[src/hdl/chte_pkg.sv]
// ----------------------------------------------------------------------------
// chte_pkg
// Types, widths and register codes of the coincidence hit time estimator.
// ----------------------------------------------------------------------------
package chte_pkg;

    localparam int TIME_W   = 32;
    localparam int CHG_W    = 16;
    localparam int CFG_W    = 12;
    localparam int D_W      = CFG_W;
    localparam int UNC_W    = 13;
    localparam int CNT_W    = 2;
    localparam int CIDX_W   = 2;
    localparam int DIFF_W   = TIME_W + 1;
    localparam int SUMQ_W   = CHG_W + 2;
    localparam int QD_W     = CHG_W + D_W;
    localparam int QDD_W    = CHG_W + 2 * D_W;
    localparam int S1_W     = QD_W + 2;
    localparam int S2_W     = QDD_W + 2;
    localparam int S2H_W    = (S2_W + 1) / 2;
    localparam int PA_W     = SUMQ_W + S2H_W;
    localparam int Q2_W     = 2 * SUMQ_W;
    localparam int S1SQ_W   = 2 * S1_W;
    localparam int NUM_W    = SUMQ_W + S2_W;
    localparam int NUM_XW   = NUM_W + 1;
    localparam int VAR_W    = 2 * D_W;
    localparam int OFF_W    = D_W;
    localparam int OXW      = S1_W + 1;
    localparam int TOT_W    = 2 * D_W + 2;
    localparam int SQ_W     = TOT_W + 2;
    localparam int FIFO_DEPTH = 4;
    localparam int FIFO_AW  = 2;
    localparam int FIFO_CW  = FIFO_AW + 1;

    typedef enum logic [CIDX_W-1:0] {
        CFG_TIME_WINDOW = 2'd0,
        CFG_HIT_RES     = 2'd1,
        CFG_SINGLE_RES  = 2'd2
    } t_cfg_idx;

    typedef struct packed {
        logic [CNT_W-1:0]         fiber_count;
        logic signed [TIME_W-1:0] time_a;
        logic [CHG_W-1:0]         charge_a;
        logic signed [TIME_W-1:0] time_b;
        logic [CHG_W-1:0]         charge_b;
        logic signed [TIME_W-1:0] time_c;
        logic [CHG_W-1:0]         charge_c;
    } t_in_item;

    typedef struct packed {
        logic signed [TIME_W-1:0] hit_time;
        logic [UNC_W-1:0]         time_uncertainty;
        logic [CNT_W-1:0]         close_count;
        logic                     status;
    } t_out_item;

    typedef struct packed {
        logic [CFG_W-1:0] window;
        logic [CFG_W-1:0] hit_res;
        logic [CFG_W-1:0] single_res;
    } t_cfg_regs;

    // classified item: offsets and charges of kept fibers, zero when dropped
    typedef struct packed {
        logic signed [TIME_W-1:0] last;
        logic [2:0][D_W-1:0]      d;
        logic [2:0][CHG_W-1:0]    q;
        logic [CNT_W-1:0]         close;
    } t_work;

    typedef struct packed {
        logic signed [TIME_W-1:0] last;
        logic [CNT_W-1:0]         close;
        logic                     zero;
    } t_side;

endpackage

[src/hdl/chte_front.sv]
// ----------------------------------------------------------------------------
// chte_front
// Input register and classification: latest time, offsets, window test.
// ----------------------------------------------------------------------------
module chte_front (
    input  logic              i_clk,
    input  logic              i_rst_n,
    input  logic              i_in_valid,
    output logic              o_in_stall,
    input  chte_pkg::t_in_item i_in_data,
    input  logic [chte_pkg::CFG_W-1:0] i_window,
    input  logic              i_full,
    output logic              o_push,
    output chte_pkg::t_work   o_work
);
    import chte_pkg::*;

    t_in_item r_in;
    logic     r_iv;
    logic     accept;

    logic signed [DIFF_W-1:0] ta, tb, tc, last2, last;
    logic [DIFF_W-1:0]        du [3];
    logic [2:0]               keep;
    logic                     use3;

    assign o_in_stall = r_iv && i_full;
    assign accept     = i_in_valid && !o_in_stall;
    assign o_push     = r_iv && !i_full;

    always_ff @(posedge i_clk) begin
        if (!i_rst_n) begin
            r_iv <= 1'b0;
        end else if (accept) begin
            r_iv <= 1'b1;
        end else if (o_push) begin
            r_iv <= 1'b0;
        end
    end

    always_ff @(posedge i_clk) begin
        if (accept) begin
            r_in <= i_in_data;
        end
    end

    always_comb begin
        use3  = (r_in.fiber_count == CNT_W'(3));
        ta    = DIFF_W'(r_in.time_a);
        tb    = DIFF_W'(r_in.time_b);
        tc    = DIFF_W'(r_in.time_c);
        last2 = (tb > ta) ? tb : ta;
        last  = (use3 && (tc > last2)) ? tc : last2;
        du[0] = last - ta;
        du[1] = last - tb;
        du[2] = last - tc;
        keep[0] = du[0] <= DIFF_W'(i_window);
        keep[1] = du[1] <= DIFF_W'(i_window);
        keep[2] = use3 && (du[2] <= DIFF_W'(i_window));
        o_work.last  = last[TIME_W-1:0];
        o_work.d[0]  = keep[0] ? du[0][D_W-1:0] : '0;
        o_work.d[1]  = keep[1] ? du[1][D_W-1:0] : '0;
        o_work.d[2]  = keep[2] ? du[2][D_W-1:0] : '0;
        o_work.q[0]  = keep[0] ? r_in.charge_a : '0;
        o_work.q[1]  = keep[1] ? r_in.charge_b : '0;
        o_work.q[2]  = keep[2] ? r_in.charge_c : '0;
        o_work.close = CNT_W'(keep[0]) + CNT_W'(keep[1]) + CNT_W'(keep[2]);
    end

endmodule

[config.mk]
export PLATFORM = sky130hd
export DESIGN_NAME = chte_front
export DESIGN_NICKNAME = d
export VERILOG_FILES = /design/src/hdl/chte_pkg.sv /design/src/hdl/chte_front.sv
export SDC_FILE = /design/constraint.sdc
export NUM_CORES = 1
export LEC_CHECK = 0
export BUFFER_PORTS_ARGS = -buffer_cell sky130_fd_sc_hd__buf_2
export CELL_PAD_IN_SITES_DETAIL_PLACEMENT = 0
export CELL_PAD_IN_SITES_GLOBAL_PLACEMENT = 1
export CORE_ASPECT_RATIO = 0.8
export CORE_MARGIN = 5
export CORE_UTILIZATION = 39
export DETAILED_ROUTE_END_ITERATION = 7
export MAX_ROUTING_LAYER = met4
export PLACE_DENSITY_LB_ADDON = 0.1
export SETUP_SLACK_MARGIN = 0.02
export SLEW_MARGIN = 15
export SYNTH_ARGS = -nofsm -noshare
export SYNTH_HDL_FRONTEND = slang
export SYNTH_SLANG_ARGS = --single-unit
[constraint.sdc]
create_clock -name i_clk -period 12.5 [get_ports i_clk]
set_input_delay 1.25 -clock i_clk [delete_from_list [all_inputs] [get_ports i_clk]]
set_output_delay 1.25 -clock i_clk [all_outputs]
set_load 0.005 [all_outputs]
Yosys cells after proc, flatten, opt, wreduce, memory -nomap -nowiden
Index checks and enable logic that the tools add are counted.
- add/subtract/negate cells: 5
- order comparisons: 5
- equal/unequal tests: 1
- multiplexer cells: 10
- reduce and logical (&&, ||, !) cells: 8
- operator list (operator ; number):
    less-or-equal comparator 33 x 12 -> 1 bit ; 3
    subtractor 33 x 32 -> 33 bit ; 3
    2-to-1 mux 33 bit ; 2
    2-to-1 mux 16 bit ; 3
    2-to-1 mux 12 bit ; 3
    greater-than comparator 32 x 33 -> 1 bit ; 1
    greater-than comparator 32 bit ; 1
    logical AND 1 bit ; 5
    adder 1 x 1 -> 2 bit ; 1
    adder 2 x 1 -> 2 bit ; 1
    equality test 2 bit (second input constant) ; 1
    logical NOT 1 bit ; 2
    2-to-1 mux 1 bit ; 2
    nonzero test 2 bit ; 1
- bits in registers: 147
- bits of input ports: 162
- output and inout port bits: 120
- word-level logic and storage cells: 37

Longest topological paths before layout
Gate-level depths: netlist of the first run.
- word-level depth: 9
- gate-level depth with buffers: 48
- mapped depth without buffers: 44

Least setup slack after synthesis of the first run
Ideal clock, no wire load.
- path kind: reg-to-output
- start: register r_in[95] (netlist name)
- end: output o_work[0] (netlist name)
- data arrival time: 10.528 ns
- required time: 11.250 ns
- slack: 0.722 ns
- stages on the path, launching flop included: 43
- buffers on the path: 3
- path through: edfxtp_1 ha_1 nand4_1 nor3_1 nand4_1 or3_1 o21ai_0 nor3_1 a211oi_1 clkbuf_1 mux2i_1 ha_1 nand4_1 nor2_1 nand3_1 nor3_1 nand4_1 o21ai_0 [... 7 more ...] nor2b_1 o2111a_1 or2_2 nand2_1 o21ai_0 xnor2_1 ha_1 and3_1 a221o_1 a2111oi_0 o221ai_1 or4_1 a211oi_2 o2111ai_1 or4_4 or4_1 fa_1 inv_1
- RTL lines (what ; line ; text):
    from (decl) ; chte_front.sv:18 ; t_in_item r_in;
    from (signal assigned) ; chte_front.sv:43 ; r_in <= i_in_data;
    to (decl) ; chte_front.sv:14 ; output chte_pkg::t_work o_work

==> results of run 1 <==
critical path, delay by kind of cell (launching register included):
| kind | cells | cell delay, ps |
|---|---|---|
| xor+xnor | 1 | 170 |
| buf+inv | 6 | 670 |
| mux | 2 | 490 |
| flops | 1 | 420 |
| compound gates | 15 | 2840 |
| fa+ha+maj | 6 | 1950 |
| simple gates | 14 | 3590 |
sequential cells by signal, indices dropped and copies added, names as in the netlist:
name,flops
r_in,146
r_iv,1
cell usage in the layout, fill, tap and decap left out, types with 19 or more instances in the layout:
cell type	n
buf_2	281
ha_1	195
edfxtp_1	146
inv_1	139
a21oi_1	125
nand2_1	97
o21ai_0	76
nor2_1	68
nand3_1	67
and3_1	63
mux2i_1	61
a21o_1	45
buf_4	44
nand4_1	40
xnor2_1	37
nor3_1	30
a31oi_1	21
nor4_2	21
nor4_1	20
xor2_1	20
o21a_1	19
per-stage QoR:
| step | hold slack, ps | cells |
|---|---|---|
| floorplan | 588 | 1574 |
| global route | 714 | 2341 |
| global placement | 639 | 2299 |
| detailed placement | 647 | 2299 |
| CTS | 663 | 2333 |
| finish | 653 | 2341 |
cell type report:
| class | count | share of cell area (%) |
|---|---|---|
| multi-input cells | 1216 | 53.6 |
| flip-flops and latches | 147 | 25.7 |
| repair buffers | 327 | 10.4 |
| well taps | 480 | 3.50 |
| inverters | 139 | 3.04 |
| clock buffers | 17 | 2.48 |
| clock inverters | 15 | 1.33 |
repair_timing:
item / 4_1_cts / 5_1_grt
cloned: 0 / 0
endpoints found under the setup margin: 30 / 30
pin swaps: 1 / 11
setup buffers: 2 / 8
gates resized for setup: 5 / 16
cell families after synthesis:
logic type	share of synthesized area, %
xor+xnor	3.68
flops	30.8
compound gates	18.3
simple gates	18.5
buf+inv	5.87
fa+ha+maj	17.7
mux	5.17
worst min-delay path by stage:
| stage | end | slack, ps |
|---|---|---|
| finish | r_iv | 650 |
| global route | r_iv | 710 |
| CTS | r_iv | 660 |
| detailed placement | r_iv | 650 |
| global placement | r_iv | 640 |
| floorplan | r_iv | 590 |
power breakdown:
group | internal, mW | switching, mW
logic | 0.466 | 0.767
registers | 0.578 | 0.0204
clock network | 0.344 | 0.254
routing by layer:
metal	track usage [%]	share of wire, %	up-vias
met4	4.92	1.4	0
met1	39.9	51	6451
met2	35.2	40	508
met5	-	0	-
met3	4.87	7.2	40
li1	-	-	6474
==> summary.md, run 1 <==
| Metric | Value |
|---|---|
| Outcome | complete, no violations |
| Area Overhead vs Synth | 20.1% |
| Arr. time, crit path | 10620 ps |
| Placed Area | 16300 µm² |
| Num Clock Sinks | 147 |
| Final instance area | 17200 µm² |
| Hold crit path type | register to register |
| Global-route wire length before repair | 78800 µm |
| Ports | 282 |
| WL/cell | 22.6 µm |
| Hold Path Depth | 2 |
| CTS clk-pin slew, worst paths | 70 ps |
| Slew at the pin closest to its max-slew limit | 952 ps |
| Kind of critical path | register to output pin |
| I/O Buffers | 281 |
| Clock buffer depth | 2 |
| CP endpoint | o_work[0] |
| Final nets | 2210 |
| Root buf cell | clkbuf_16 |
| Pre-CTS setup slack | 21.6 ps |
| Main area contributors after synthesis | edfxtp_1 31%, ha_1 17%, mux2i_1 4.7% |
| Max rail drop VDD | 0.139 mV |
| Largest net degree at the start of global routing | 74 |
| Multi-input gate area | 9200 µm² |
| First DRT Iteration DRCs | 1174 |
| DP HPWL | 44000 µm |
| Setup slack after layout | 627 ps |
| Final hold vios | 0 |
| Crit path max fanout | 7 |
| # rows | 62 |
| Post-synthesis sequential area ratio | 30.8% |
| Static Leakage | 7.95 nW |
| Vias | 13500 |
| Die area | 40600 µm² |
| DRC | 0 |
| Die Span Y | 181 µm |
| Worst r2r src | r_iv |
| Top-count cell post-synth | ha_1 |
| Unrepaired setup endpoints after global routing | no |
| Power Density | 142 nW/µm² |
| MaxCap Viol Count | 0 |
| Core ar. | 36100 µm² |
| Vias in the first global route | 13000 |
| Final antenna-violating net count | 0 |
| Dominant cell type by area after synthesis | edfxtp_1 |
| Worst clock skew | 7.11 ps |
| Layout filler cell count | 3560 |
| Critical path capture point type | output pin |
| Final Util | 47.6% |
| Area fraction of the dominant cell type after synthesis | 30.7% |
| Synthesized area | 14300 µm² |
| Post-synth cell types | 80 |
| Die Width | 224 µm |
| H-tree depth | 4 |
| Main synth FF type | edfxtp_1 |
| Worst setup path start | r_in[94] |
| Kind of start point of the critical path | register |
| Reg2reg setup slack | 10530 ps |
| Syn nets | 1936 |
| Global-route usage over all layers | 25.9% |
| Final slew viol count | 0 |
| # diodes | 0 |
| Slew headroom | 34.7% |
| Fin crit share | 95.0% |
| Post-synth EDFFs | 146 |
| Asr flop ratio synth | 0% |
| Syn Inst Count | 1574 |
| Tot Pwr | 2.43 mW |
| Post-route setup TNS | 0 ps |
| Share of layout cells above drive strength 1 | 22.9% |
| Tmin final | 11870 ps |
| Hold-fix buffers, CTS | 0 |
| Reg area | 4400 µm² |
| Max stage delay on crit path | 530 ps |
| Final setup viols | 0 |
| Post-Syn Area per Cell | 9.08 µm² |
| Maximum operating frequency | 0.0842 GHz |
| CTS tree | yes |
| R2r worst-path depth | 3 |
| Placer congestion estimate | 0.948 |
| Post-Route WL | 52800 µm |
| TritonRoute pass-1 iters | 5 |
| Remaining Overflow, GRT | 0 |
| Synth cell count leaders | 196 x ha_1, 146 x edfxtp_1, 139 x inv_1, 126 x a21oi_1, 97 x nand2_1 |
| CTS Buf Count | 17 |
| Initial antenna violation count | 0 |
| Clock latency at the later pin of the worst-skew pair | 470 ps |
| Req. time, crit path | 11250 ps |
| Synthesis-stage register bit count | 147 |
| Vias per cell | 5.76 |
| Worst hold start | r_iv |
| Reg-to-reg endpoint | r_in[39] |
| Ys Warns | 0 |
| Slowest-stage cell, CP | or4_4 |
| Initial Utilization | 39.6% |
Note: power is estimated with default switching activity, not from simulation.
==> run 2: changes to the inputs <==
--- a/config.mk
+++ b/config.mk
@@ -6,7 +6,7 @@
 export NUM_CORES = 1
 export LEC_CHECK = 0
 export BUFFER_PORTS_ARGS = -buffer_cell sky130_fd_sc_hd__buf_2
-export CELL_PAD_IN_SITES_DETAIL_PLACEMENT = 0
+export CELL_PAD_IN_SITES_DETAIL_PLACEMENT = 1
 export CELL_PAD_IN_SITES_GLOBAL_PLACEMENT = 1
 export CORE_ASPECT_RATIO = 0.8
 export CORE_MARGIN = 5
==> summary.md, run 2 (synthesis gave the netlist of run 1 again) <==
| Metric | Value |
|---|---|
| I/O Buffers | 281 (unchanged) |
| Vias per cell | 5.83 (+1.3%) |
| MaxCap Viol Count | 0 (unchanged) |
| Slew at the pin closest to its max-slew limit | 999 ps (+46.9 ps) |
| Worst clock skew | 9.62 ps (+2.51 ps) |
| WL/cell | 24.1 µm (+6.7%) |
| Pre-CTS setup slack | -90.8 ps (-112 ps) |
| Final antenna-violating net count | 0 (unchanged) |
| Slew headroom | 33.2% (-1.5 points) |
| Critical path capture point type | output pin |
| Hold crit path type | register to register |
| # diodes | 0 (unchanged) |
| Final nets | 2211 (+0.045%) |
| Most flop-heavy register | r_in |
| Post-Route WL | 56400 µm (+6.7%) |
| Global-route wire length before repair | 84200 µm (+6.9%) |
| Final setup viols | 0 (unchanged) |
| Placer congestion estimate | 0.948 (unchanged) |
| Initial Utilization | 39.6% (unchanged) |
| Hold-fix buffers, CTS | 0 (unchanged) |
| Fin Hold WS | 693 ps (+39.6 ps) |
| Req. time, crit path | 11250 ps (about the same) |
| Most common cell after layout, fill and taps aside | buf_2 |
| Layout filler cell count | 4277 (+20%) |
| Post-route setup TNS | 0 ps (unchanged) |
| Max stage delay on crit path | 530 ps (about the same) |
| CTS clk-pin slew, worst paths | 70 ps (about the same) |
| Tmin final | 11990 ps (+119 ps) |
| Outcome | complete, no violations |
| Die Width | 224 µm (unchanged) |
| Num Clock Sinks | 147 (unchanged) |
| Kind of start point of the critical path | register |
| Unrepaired setup endpoints after global routing | no |
| CTS Buf Count | 17 (unchanged) |
| DRC | 0 (unchanged) |
| Final instance area | 17100 µm² (-0.48%) |
| # rows | 62 (unchanged) |
| Area Overhead vs Synth | 19.5% |
| Vias in the first global route | 13800 (+5.7%) |
| Global-route usage over all layers | 27.8% (+1.9 points) |
| Max rail drop VDD | 0.138 mV (-0.74%) |
| Die Span Y | 181 µm (unchanged) |
| CTS tree | yes |
| Fin crit share | 95.9% (+0.95 points) |
| Placed Area | 16300 µm² (unchanged) |
| Maximum operating frequency | 0.0834 GHz (-0.99%) |
| Routed wl met2 | 23800 µm (+12%) |
| Largest net degree at the start of global routing | 74 (unchanged) |
| Kind of critical path | register to output pin |
| Remaining Overflow, GRT | 0 (unchanged) |
| Power Density | 138 nW/µm² (-2.4%) |
| Highest Signal Layer | met4 |
| Crit path max fanout | 20 (+13) |
| Max reg flops | 146 (unchanged) |
| Core ar. | 36100 µm² (unchanged) |
| Static Leakage | 7.91 nW (-0.53%) |
| Initial antenna violation count | 0 (unchanged) |
| Setup slack after layout | 508 ps (-119 ps) |
| TritonRoute pass-1 iters | 5 (unchanged) |
| Largest registers | r_in: 146 flops, r_iv: 1 flops |
| Slowest-stage cell, CP | or4_4 |
| Ports | 282 (unchanged) |
| Arr. time, crit path | 10740 ps (+120 ps) |
| Vias | 13700 (+1.3%) |
| Die area | 40600 µm² (unchanged) |
| Wl on met1 | 27900 µm (+3.5%) |
| H-tree depth | 4 (unchanged) |
| Clock latency at the later pin of the worst-skew pair | 480 ps (about the same) |
| Clock buffer depth | 2 (unchanged) |
| DP HPWL | 47000 µm (+6.8%) |
| Share of layout cells above drive strength 1 | 23.1% (+0.20 points) |
| Final hold vios | 0 (unchanged) |
| Tot Pwr | 2.36 mW (-2.9%) |
| Most frequent cells in the layout | 281 x buf_2, 195 x ha_1, 146 x edfxtp_1 |
| Final slew viol count | 0 (unchanged) |
| First DRT Iteration DRCs | 1046 (-11%) |
| WL met3 | 3810 µm (+0.24%) |
| Most frequent CP cell | ha_1 |
| Root buf cell | clkbuf_16 |
## run 2: cell types whose count changed in the layout (fill, tap and decap cells not counted), moves of 2 or more
cell,delta
inv_6,+2
clkinv_2,+4
mux2i_2,+3
bufinv_16,-4
mux2i_1,-2
inv_8,-2
## run 2: critical path, delay by kind of cell (launching register included)
kind	cells	cell delay [ps]
AND/OR/NAND/NOR	9	2760
multiplexers	2	480
XOR/XNOR	1	180
adder cells (fa/ha/maj)	6	2080
buffers and inverters	7	930
flip-flops	1	430
AO/OA/AOI/OAI	18	3390
## run 2: metal layers
layer	global-route usage, %	vias up
met2	39.2	428
li1	-	6478
met5	-	-
met4	5.68	0
met3	5.55	41
met1	41.1	6707
## run 2: path summary, 6_finish.rpt
path	from	end	slack [ps]	cells after the start
worst min-delay path	r_iv	r_iv	690	2
worst max-delay path	r_in[95]	o_work[0]	510	43
worst min register to register	r_iv	r_iv	690	2
worst max register to register	r_iv	r_in[41]	10530	3
## run 2: where the power goes
part	total [mW]	switching (mW)	internal, mW	leakage (nW)
logic	1.26	0.789	0.468	6.21
clock network	0.502	0.243	0.258	0.272
registers	0.600	0.0215	0.578	1.42
total	2.36	1.05	1.30	7.91
## run 2: layout make-up
| cell class | instances | area, µm² | share of cell area (%) |
|---|---|---|---|
| flip-flops and latches | 147 | 4400 | 25.8 |
| multi-input cells | 1216 | 9210 | 53.9 |
| clock buffers | 17 | 425 | 2.49 |
| clock inverters | 15 | 118 | 0.689 |
| repair buffers | 328 | 1800 | 10.5 |
| inverters | 139 | 522 | 3.06 |
| well taps | 480 | 601 | 3.52 |
## run 2: metrics by stage
| stage | instances | utilization, % |
|---|---|---|
| after floorplan | 1574 | - |
| after global placement | 2299 | 45.2 |
| after detailed placement | 2299 | 45.2 |
| after CTS | 2335 | 46.9 |
| after global routing | 2342 | 47.3 |
| final | 2342 | 47.3 |
## run 2: what timing repair did
action / in CTS / in global routing
endpoints found under the setup margin: 30 / 58
setup buffers: 4 / 7
gates cloned: 0 / 0
pin swaps: 1 / 10
resized for setup: 4 / 21
