`src/hdl/chte_pkg.sv`:
```
// ----------------------------------------------------------------------------
// chte_pkg
// Types, widths and register codes of the coincidence hit time estimator.
// ----------------------------------------------------------------------------
package chte_pkg;

    localparam int TIME_W   = 32;
    localparam int CHG_W    = 16;
    localparam int CFG_W    = 12;
    localparam int D_W      = CFG_W;
    localparam int UNC_W    = 13;
    localparam int CNT_W    = 2;
    localparam int CIDX_W   = 2;
    localparam int DIFF_W   = TIME_W + 1;
    localparam int SUMQ_W   = CHG_W + 2;
    localparam int QD_W     = CHG_W + D_W;
    localparam int QDD_W    = CHG_W + 2 * D_W;
    localparam int S1_W     = QD_W + 2;
    localparam int S2_W     = QDD_W + 2;
    localparam int S2H_W    = (S2_W + 1) / 2;
    localparam int PA_W     = SUMQ_W + S2H_W;
    localparam int Q2_W     = 2 * SUMQ_W;
    localparam int S1SQ_W   = 2 * S1_W;
    localparam int NUM_W    = SUMQ_W + S2_W;
    localparam int NUM_XW   = NUM_W + 1;
    localparam int VAR_W    = 2 * D_W;
    localparam int OFF_W    = D_W;
    localparam int OXW      = S1_W + 1;
    localparam int TOT_W    = 2 * D_W + 2;
    localparam int SQ_W     = TOT_W + 2;
    localparam int FIFO_DEPTH = 4;
    localparam int FIFO_AW  = 2;
    localparam int FIFO_CW  = FIFO_AW + 1;

    typedef enum logic [CIDX_W-1:0] {
        CFG_TIME_WINDOW = 2'd0,
        CFG_HIT_RES     = 2'd1,
        CFG_SINGLE_RES  = 2'd2
    } t_cfg_idx;

    typedef struct packed {
        logic [CNT_W-1:0]         fiber_count;
        logic signed [TIME_W-1:0] time_a;
        logic [CHG_W-1:0]         charge_a;
        logic signed [TIME_W-1:0] time_b;
        logic [CHG_W-1:0]         charge_b;
        logic signed [TIME_W-1:0] time_c;
        logic [CHG_W-1:0]         charge_c;
    } t_in_item;

    typedef struct packed {
        logic signed [TIME_W-1:0] hit_time;
        logic [UNC_W-1:0]         time_uncertainty;
        logic [CNT_W-1:0]         close_count;
        logic                     status;
    } t_out_item;

    typedef struct packed {
        logic [CFG_W-1:0] window;
        logic [CFG_W-1:0] hit_res;
        logic [CFG_W-1:0] single_res;
    } t_cfg_regs;

    // classified item: offsets and charges of kept fibers, zero when dropped
    typedef struct packed {
        logic signed [TIME_W-1:0] last;
        logic [2:0][D_W-1:0]      d;
        logic [2:0][CHG_W-1:0]    q;
        logic [CNT_W-1:0]         close;
    } t_work;

    typedef struct packed {
        logic signed [TIME_W-1:0] last;
        logic [CNT_W-1:0]         close;
        logic                     zero;
    } t_side;

endpackage

```
`src/hdl/chte_fifo.sv`:
```
// ----------------------------------------------------------------------------
// chte_fifo
// Short queue of classified items between front and back.
// ----------------------------------------------------------------------------
module chte_fifo (
    input  logic            i_clk,
    input  logic            i_rst_n,
    input  logic            i_push,
    input  chte_pkg::t_work i_data,
    input  logic            i_pop,
    output logic            o_full,
    output logic            o_nonempty,
    output chte_pkg::t_work o_head
);
    import chte_pkg::*;

    t_work              r_mem [FIFO_DEPTH];
    logic [FIFO_AW-1:0] r_wp, r_rp;
    logic [FIFO_CW-1:0] r_cnt;

    assign o_full     = (r_cnt == FIFO_CW'(FIFO_DEPTH));
    assign o_nonempty = (r_cnt != '0);
    assign o_head     = r_mem[r_rp];

    always_ff @(posedge i_clk) begin
        if (!i_rst_n) begin
            r_wp  <= '0;
            r_rp  <= '0;
            r_cnt <= '0;
        end else begin
            if (i_push) begin
                r_wp <= r_wp + FIFO_AW'(1);
            end
            if (i_pop) begin
                r_rp <= r_rp + FIFO_AW'(1);
            end
            if (i_push && !i_pop) begin
                r_cnt <= r_cnt + FIFO_CW'(1);
            end else if (i_pop && !i_push) begin
                r_cnt <= r_cnt - FIFO_CW'(1);
            end
        end
    end

    always_ff @(posedge i_clk) begin
        if (i_push) begin
            r_mem[r_wp] <= i_data;
        end
    end

endmodule

```
`config.mk`:
```
export PLATFORM = sky130hd
export DESIGN_NAME = chte_fifo
export DESIGN_NICKNAME = d
export VERILOG_FILES = /design/src/hdl/chte_pkg.sv /design/src/hdl/chte_fifo.sv
export SDC_FILE = /design/constraint.sdc
export NUM_CORES = 1
export LEC_CHECK = 0
export ABC_AREA = 1
export BUFFER_PORTS_ARGS = -buffer_cell sky130_fd_sc_hd__buf_2
export CAP_MARGIN = 40
export CORE_MARGIN = 2
export CORE_UTILIZATION = 51
export DETAILED_ROUTE_END_ITERATION = 16
export HOLD_SLACK_MARGIN = 0.08
export PLACE_DENSITY = 0.77
export RECOVER_POWER = 100
export SLEW_MARGIN = 20
export SYNTH_ARGS = -nofsm -noshare
export SYNTH_HDL_FRONTEND = slang
export SYNTH_SLANG_ARGS = --single-unit
```
`constraint.sdc`:
```
create_clock -name i_clk -period 3.15 [get_ports i_clk]
set_input_delay 0.315 -clock i_clk [delete_from_list [all_inputs] [get_ports i_clk]]
set_output_delay 0.315 -clock i_clk [all_outputs]
set_load 0.05 [all_outputs]
```
# == Yosys cells after proc, flatten, opt, wreduce, memory -nomap -nowiden ==
# Memories as Yosys holds them, arrays and structs flattened. A register that Yosys moved wholly into a read port is not among the register bits.
# Index checks and enable logic that the tools add are counted.
# totals
input_bits,122
ram_bits,472
n_memories,1
regBits,7
wordCells,21
out_inout_bits,120
# classes
addsub,4
n_mux,6
reduce_logical,6
eq_ne,1
# mem_list
memory,depth,width,rd,rd_ports_with_merged_regs,wr,line_no,source
r_mem,4,118,1,1,1,chte_fifo.sv:17,t_work r_mem [FIFO_DEPTH];
# op_table
cell,count
2-to-1 mux 3 bit,2
adder 2 x 1 -> 2 bit (second input constant),2
2-to-1 mux 2 bit,2
adder 3 x 1 -> 3 bit (second input constant),1
equality test 3 bit (second input constant),1
nonzero test 3 bit,1
subtractor 3 x 1 -> 3 bit (second input constant),1
logical AND 1 bit,2
logical NOT 1 bit,2
2-to-1 mux 1 bit,2
nonzero test 2 bit,1

# == Logic depth before layout (Yosys ltp) ==
# Gate-level depths: netlist (run 1).
# depth
depth_word,4
depth_mapped,10
depth_no_buf,10

# == Worst setup path before layout (run 1) ==
# No wires, ideal clock.
# synth_timing
kind,flip-flop to flip-flop
start,register r_wp[0]
end,memory r_mem[2][0] (netlist bit) (enable)
arrival_ns,2.863
t_required_ns,2.679
setup_slack_ns,-0.184
path_stages_with_launch,5
path_cell_list,dfxtp_1 -> inv_1 -> ha_1 -> nand2_1 -> inv_1
# synth_rtl
item,line_no,source
from (decl),chte_fifo.sv:18,"logic [FIFO_AW-1:0] r_wp, r_rp;"
from (signal assigned),chte_fifo.sv:32,r_wp <= r_wp + FIFO_AW'(1);
to (decl),chte_fifo.sv:17,
# No word-level cell before the write port.

==> results of run 1 <==
## Yosys cell counts
cell      count
dfxtp_1       9
clkbuf_1     56
buf_2         9
nor3_1        1
inv_1        15
ha_1          5
clkinv_1      1
nand2_1      10
nor2_1      242
edfxtp_1    472
nand3_1       1
clkbuf_2      1
inv_2         1
o21ai_1       8
o22ai_1     118
nand4_1       1
buf_4         3
a21oi_1       4
o21ai_0     234
buf_6         8
fa_1          1
## layout make-up
| cell class | count | area [um2] | area share, % |
|---|---|---|---|
| clock buffers | 55 | 1250 | 5.65 |
| flip-flops and latches | 481 | 14400 | 65.0 |
| multi-input cells | 625 | 3010 | 13.6 |
| repair buffers | 379 | 2390 | 10.8 |
| inverters | 17 | 80.1 | 0.362 |
| diodes | 1 | 2.50 | 0.0113 |
| clock inverters | 34 | 423 | 1.91 |
| well taps | 455 | 569 | 2.58 |
## state kept, by name, summed over array words and instances (netlist names), named ones only
| signal | cells |
|---|---|
| r_cnt | 3 |
| r_wp | 2 |
| r_rp | 2 |
| r_mem | 472 |
## report_power, final
| part | internal [uW] | switching [uW] |
|---|---|---|
| Combinational | 452 | 1550 |
| Sequential | 7330 | 66.8 |
| Clock | 3660 | 2310 |
## final timing paths
kind	start	to	slack, ns	cells after the start
hold / removal	r_rp[1]$_SDFFE_PN0P_	flop	0.45	1
setup reg to reg	r_wp[0]$_SDFFE_PN0P_	r_mem[2][80]$_DFFE_PP_	0.45	5
setup / recovery	flop	o_head[14]	0.17	5
hold reg to reg	r_rp[1]$_SDFFE_PN0P_	flop	0.45	1
## layout by cell type (no fill, tap or decap), types with 11 or more instances in the layout
master         netlist  final
nor2_1             242    242
clkbuf_16            0     49
edfxtp_1           472    472
o22ai_1            118    118
clkinv_1             1     13
dlygate4sd3_1        0    121
inv_1               15     11
clkbuf_2             1     96
clkbuf_1            56    146
o21ai_0            234    234
## per-stage QoR
stage	hold WS [ns]	instances	total power [uW]	setup WS, ns	instance area [um2]
2_1_floorplan	0.412	1200	8850	0.329	17800
3_3_place_gp	0.434	1836	9390	0.916	19500
3_5_place_dp	0.431	1836	9430	0.903	19500
4_1_cts	0.442	2046	15500	0.259	22400
5_1_grt	0.466	2047	15900	0.0627	22100
6_report	0.449	2047	15400	0.169	22100
## cells by family (layout without fill, tap and decap cells)
| group | after synthesis | in the layout |
|---|---|---|
| adders and majority gates | 6 | 6 |
| other | 0 | 1 |
| and+or+nand+nor | 255 | 255 |
| AOI/OAI and AO/OA | 364 | 364 |
| DFF | 481 | 481 |
| buffers and inverters | 94 | 485 |
## routing by layer
| layer | up-vias | global-route usage [%] |
|---|---|---|
| li1 | 5240 | - |
| met1 | 5630 | 28.0 |
| met2 | 484 | 36.4 |
| met3 | 63 | 5.28 |
| met4 | 2 | 6.98 |
| met5 | - | 0 |
==> impl_summary.md, run 1 <==
Place
The placer's final routability congestion estimate is 0.737. The placed wire-length estimate after detailed placement is 20900 um. Input and output buffers added on the ports amount to about 240.

Worst setup path
The sort of element at the end of the critical path is a primary output. The cell with the largest stage delay on the worst path is clkbuf_2. The largest stage delay on the critical path is between 0.5 and 0.6 ns. The endpoint required time on the critical path is 2.83 ns. Walking the worst path, the cells encountered are inv_6 -> clkbuf_2 -> o21ai_0 -> o22ai_1 -> buf_2. The maximum net fanout on the critical path is 54. For the worst setup path, the data arrival time is roughly 2.7 ns.

The number of buffers and inverters on the critical path is 3. By startpoint and endpoint, the worst setup path is classified as reg -> out. The critical path startpoint category is a flop. In this design, the largest share of critical-path delay is due to buffers and inverters.

Timing
For the pin with the worst max-slew slack, the measured transition is ~2.1 ns. The count of endpoints failing hold in the final timing report is 0. The clock arrives with 0.0254 ns of skew. The maximum frequency from static timing analysis is approximately 340 MHz. The max-slew violation count was 429.

Setup repair after global routing left no endpoint under its margin. Setup total negative slack on the finished layout was measured at 0 ns. The setup violation total in the final timing report is 0. The final critical path takes up 94.6% of the cycle. The time the final worst path needs with I/O delays and setup is between 2 and 3 ns. Headroom to the max-slew limit came out at -41.7%.

Clocking
The maximum count of clock buffers along a single path is 3. Post-CTS timing repair inserted 0 buffers for setup. The root buffer selected by CTS is clkbuf_16. The clock drives ~480 sinks. The post-cts hold buffer count is around 120. The number of buffers created by CTS is 48.

After clock tree synthesis, the clock-pin slew on the worst setup and hold paths is 0.06 ns. The clock latency on the worst-skew pair is slightly below 0.6 ns. The number of H-tree branching levels is 2. Post-CTS repair changed the size of 0 cells. TritonCTS built the clock tree.

Logic synthesis
The synthesized instance count is between 1000 and 1500. The most area-hungry cell type in the Yosys netlist is edfxtp_1. In this run the cell area of the synthesized design comes to roughly 18000 um2.

The synthesized netlist devotes 0% of its cell area to XOR and XNOR gates. The mean instance size in the synthesized netlist is roughly 15 um2. The compound-gate portion of the synthesized area is ~11%.

Summing the areas of all and, or, nand and nor instances in the mapped netlist gives 5.40% of the synthesized area. The Yosys step of the flow raised 0 warnings. The post-synthesis sequential area ratio is between 80 and 90%. The main combinational cell family by area after synthesis is compound AO/OA/AOI/OAI gates. The synthesized design devotes to its leading area cell type roughly 80% of total area. The post-synthesis mux area share is 0%. The number of distinct library cells after synthesis is 21. Ranked by total cell area, the synthesized netlist is headed by edfxtp_1 80%, o21ai_0 6.6%, nor2_1 5.1%, o22ai_1 4.1%, clkbuf_1 1.2%.

The synthesized netlist devotes less than 1% of its cell area to adder and majority cells. The number of nets in the synthesized netlist is ~1300. Counting flops and latches in the post-synthesis netlist gives around 480.

GRT
The initial antenna violation count is 2. Entering global routing, the biggest net connects about 130 pins. The first global-routing pass estimated 60900 um of wire. The overall track demand over capacity in global routing is between 20% and 30%. The via count of the first global-routing pass was roughly 11000. For this run the aggregate overflow at the end of global routing stands at 0.

Power
The power density of the placed cells is between 600 and 700 nW/um2. The reported leakage power is between 0.007 and 0.008 uW. The maximum vdd drop is 0.000568 V.

Die
The total area inside the core boundary comes to 34500 um2. After floorplanning, the core was divided into 68 placement rows. In this run the vertical extent of the chip is roughly 190 um.

The I/O pin total is 242. The initial utilization of the core area, before any placement, comes to about half. From left edge to right edge, the die measures 191 um.

The area of the die is between 30000 and 40000 um2.

Routing
In this run, the number of DRC markers left after iteration 0 of detailed routing was 1032. The via total after detailed routing is roughly 11000. The detail route stage leaves a number of antenna-violating nets equal to 0. Wires add up to around 40000 um. After detailed routing, the wire length on met1 is between 15000 and 20000 um. Routed signal wires occupy layers up through met5. The routed wirelength normalized by instance count is 19.5 um. The routed design uses ~3300 um of met3 wire. In the routed design, unresolved DRC markers number 0. The routed design uses 20100 um of met2 wire.

The number of iterations in the first detailed-routing pass is 5. Dividing the detail-routed via count by the number of cells gives roughly 5.6.

Final layout
The final layout net count is about 1700. The signed area change from the synthesized netlist to the final layout is 24.1%. The end-of-flow core utilization is 64.1%.

The fill cell total of the finished layout is 2493. Cells with a size suffix above 1 make up 12.3% of the layout.

Outcome
The run finished, with violations left. The final reports fail on max-capacitance violations, max-slew violations.

Flow run
Max-cap violations in this run came to 5.

Hold path
The class of the most critical hold timing path is reg -> reg.
No activity file was read; power rests on OpenSTA's default activity.
==> run 2, diff against run 1 <==
--- a/config.mk
+++ b/config.mk
@@ -7,12 +7,14 @@
 export LEC_CHECK = 0
 export ABC_AREA = 1
 export BUFFER_PORTS_ARGS = -buffer_cell sky130_fd_sc_hd__buf_2
-export CAP_MARGIN = 40
+export CELL_PAD_IN_SITES_DETAIL_PLACEMENT = 0
+export CELL_PAD_IN_SITES_GLOBAL_PLACEMENT = 1
+export CORE_ASPECT_RATIO = 2
 export CORE_MARGIN = 2
-export CORE_UTILIZATION = 51
+export CORE_UTILIZATION = 43
 export DETAILED_ROUTE_END_ITERATION = 16
 export HOLD_SLACK_MARGIN = 0.08
-export PLACE_DENSITY = 0.77
+export PLACE_DENSITY = 0.78
 export RECOVER_POWER = 100
 export SLEW_MARGIN = 20
 export SYNTH_ARGS = -nofsm -noshare
==> impl_summary.md, run 2 (synthesis results as in run 1) <==
GRT
The maximum number of pins on one net before global-route repair is 93. In the global route stage, overall resource usage came out at roughly a fifth. The first global-routing pass estimated 64300 um of wire. The remaining global-route overflow is 0. The via count of the first global-routing pass came to around 12000. The initial antenna violation count is 6.

Routing
In this run, the number of DRC markers left after iteration 0 of detailed routing was ~830. The count of nets left with antenna violations once routing finished came out at 0. Detailed routing inserted a total of roughly 11000 vias. The mean number of vias per cell is ~5.3. Dividing the detail-routed wire length by the instance count gives between 15 and 20 um.

In the routed design, unresolved DRC markers number 0. After detailed routing, the total wire length is about 42000 um. Before antenna repair, the detailed router went through 5 iterations.

Final layout
From synthesis to final layout, the design area changed by 22.7%. In the layout the commonest cells are 472 x edfxtp_1, 242 x nor2_1, 234 x o21ai_0. The fraction of final layout cells sized beyond drive strength 1 is ~8.2%.

The final standard cell count with taps included and fillers excluded is about 2100. The number of flip-flops under the largest register name is about 470. Leaving out fill and tap cells, the most frequent cell in the layout is edfxtp_1. The largest registers in the layout are r_mem x472, r_cnt x3.

The net count of the finished layout is 1678. The register with the most flip-flops in the final layout is r_mem.

Timing
The count of endpoints failing hold in the final timing report came to 0. The aggregate negative setup slack is 0 ns. Setup repair after global routing left no endpoint under its margin. The time the final worst path needs with I/O delays and setup is 2.91 ns. The max-slew violation count is 0. The worst-case headroom to the max-slew limit is under 10%. Across the routed clock network, the largest skew measured is roughly 0.011 ns. The final critical path takes up between 90% and 100% of the cycle. For the pin with the worst max-slew slack, the measured transition is between 1 and 1.5 ns. The setup violation total in the final timing report is 0. The maximum frequency from static timing analysis is approximately 340 MHz.

Hold path
The worst hold path terminates at r_rp[0]$_SDFFE_PN0P_. In this run the worst hold path is classified as in -> reg. The startpoint of the tightest hold check path is i_pop. Counting instances, the worst hold path has a depth of 3.

Worst setup path
The worst setup path is launched from a flop. Along the worst path, the maximum fanout reaches 60. The worst register-to-register path ends at r_mem[3][16]$_DFFE_PP_.

The number of cells on the worst reg-to-reg path is 4. At the worst endpoint, the required time is 2.83 ns. The start-to-end type of the worst setup path is reg -> out.

The sort of element at the end of the critical path is a primary output. In this run the register-to-register setup slack is a little over 0.3 ns. The launch point of the worst reg-to-reg path is r_wp[0]$_SDFFE_PN0P_. At the worst endpoint, the arrival time is between 2 and 3 ns.

Place
The placed wire-length estimate after detailed placement is 24600 um. Routability-driven placement finished with a final weighted congestion of 0.740. During placement, the flow inserted port buffers numbering between 200 and 250. Counting tap cells, the placed design contains a total of just under 2000 instances.

Flow run
The number of maximum-capacitance constraint violations is 0.

Clocking
The clock latency on the worst-skew pair is roughly 0.54 ns. The clock sink count is a little under 500. The maximum count of clock buffers along a single path is 3. Clock-pin slew was measured on the worst setup and hold paths at approximately 0.07 ns.

TritonCTS created 41 clock buffers. The post-cts resize count is 0. The root buffer selected by CTS is clkbuf_16. The clock tree from TritonCTS is yes.

The H-tree was split into 2 levels. The buffers inserted during post-CTS setup optimization is 0.

Power
In this run the static leakage power is about 0.0072 uW. Power comes to approximately 14000 uW. In this run the power density over the cells is around 660 nW/um2. The maximum vdd drop is 0.000353 V.

Die
The initial core utilization is 43.4%. The total area inside the core boundary comes to between 40000 and 50000 um2. The die span in x is 148 um. The y dimension of the die is around 290 um.

The count of standard-cell rows is 105. The die covers about 43000 um2. between 200 and 250 I/O pins were placed.

Outcome
The run finished with clean final reports.
[run 2: changes by cell type in the layout (fill, tap and decap cells not counted), sizes merged, moves of 4 or more]
cell,before,now
clkbuf,296,283
clkinv,19,11
diode,1,7
buf,17,31
bufinv,10,6
[run 2: layout make-up]
type / count / area [um2]
antenna: 7 / 17.5
clock buffer: 49 / 1060
clock inverter: 20 / 251
fill: 3500 / 19100
inverter: 17 / 77.6
multi-input combinational: 625 / 3010
sequential: 481 / 14400
tap: 535 / 669
timing repair buffer: 384 / 2400
[run 2: where the power goes]
| group | switching, uW | internal (uW) | total [uW] |
|---|---|---|---|
| registers | 75.6 | 7320 | 7390 |
| clock network | 2140 | 2880 | 5020 |
| logic | 1560 | 440 | 2000 |
[run 2: repair_timing]
action	CTS	global route
hold buffers	119	0
setup endpoints to repair	0	0
endpoints found under the hold margin	478	0
[run 2: metal layers]
metal | wire, um | vias up | share of wire [%] | global-route usage, %
met5 | 0 | - | 0 | 0
met4 | 1740 | 0 | 4.1 | 8.83
met3 | 2220 | 93 | 5.3 | 2.89
met2 | 21900 | 352 | 52 | 34.6
met1 | 16300 | 5563 | 39 | 22.6
li1 | - | 5222 | - | -
[run 2: metrics by stage]
stage | setup WS [ns] | cell area [um2] | util [%] | hold WS [ns]
final | 0.243 | 21800 | 53.3 | 0.112
after global routing | 0.0813 | 21800 | 53.3 | 0.125
after CTS | 0.305 | 22200 | 54.2 | 0.0896
after detailed placement | 0.891 | 19700 | 48.1 | 0.418
after global placement | 0.938 | 19700 | 48.1 | 0.413
after floorplan | 0.329 | 17800 | - | 0.412
[run 2: worst max-delay path: stages (launching register included)]
cell	delay [ns]
dfxtp_4	0.48
inv_6	0.26
buf_12	0.28
buf_4	0.23
o21ai_0	0.08
o22ai_1	0.17
clkbuf_1	0.49
[run 2: worst max path at each step]
stage,to,from
3_3_place_gp,o_head[107],flop
6_report,o_head[14],flop
4_1_cts,o_head[107],flop
2_1_floorplan,r_mem[0][0]$_DFFE_PP_,r_wp[0]$_SDFFE_PN0P_
5_1_grt,o_head[58],flop
3_5_place_dp,o_head[107],flop
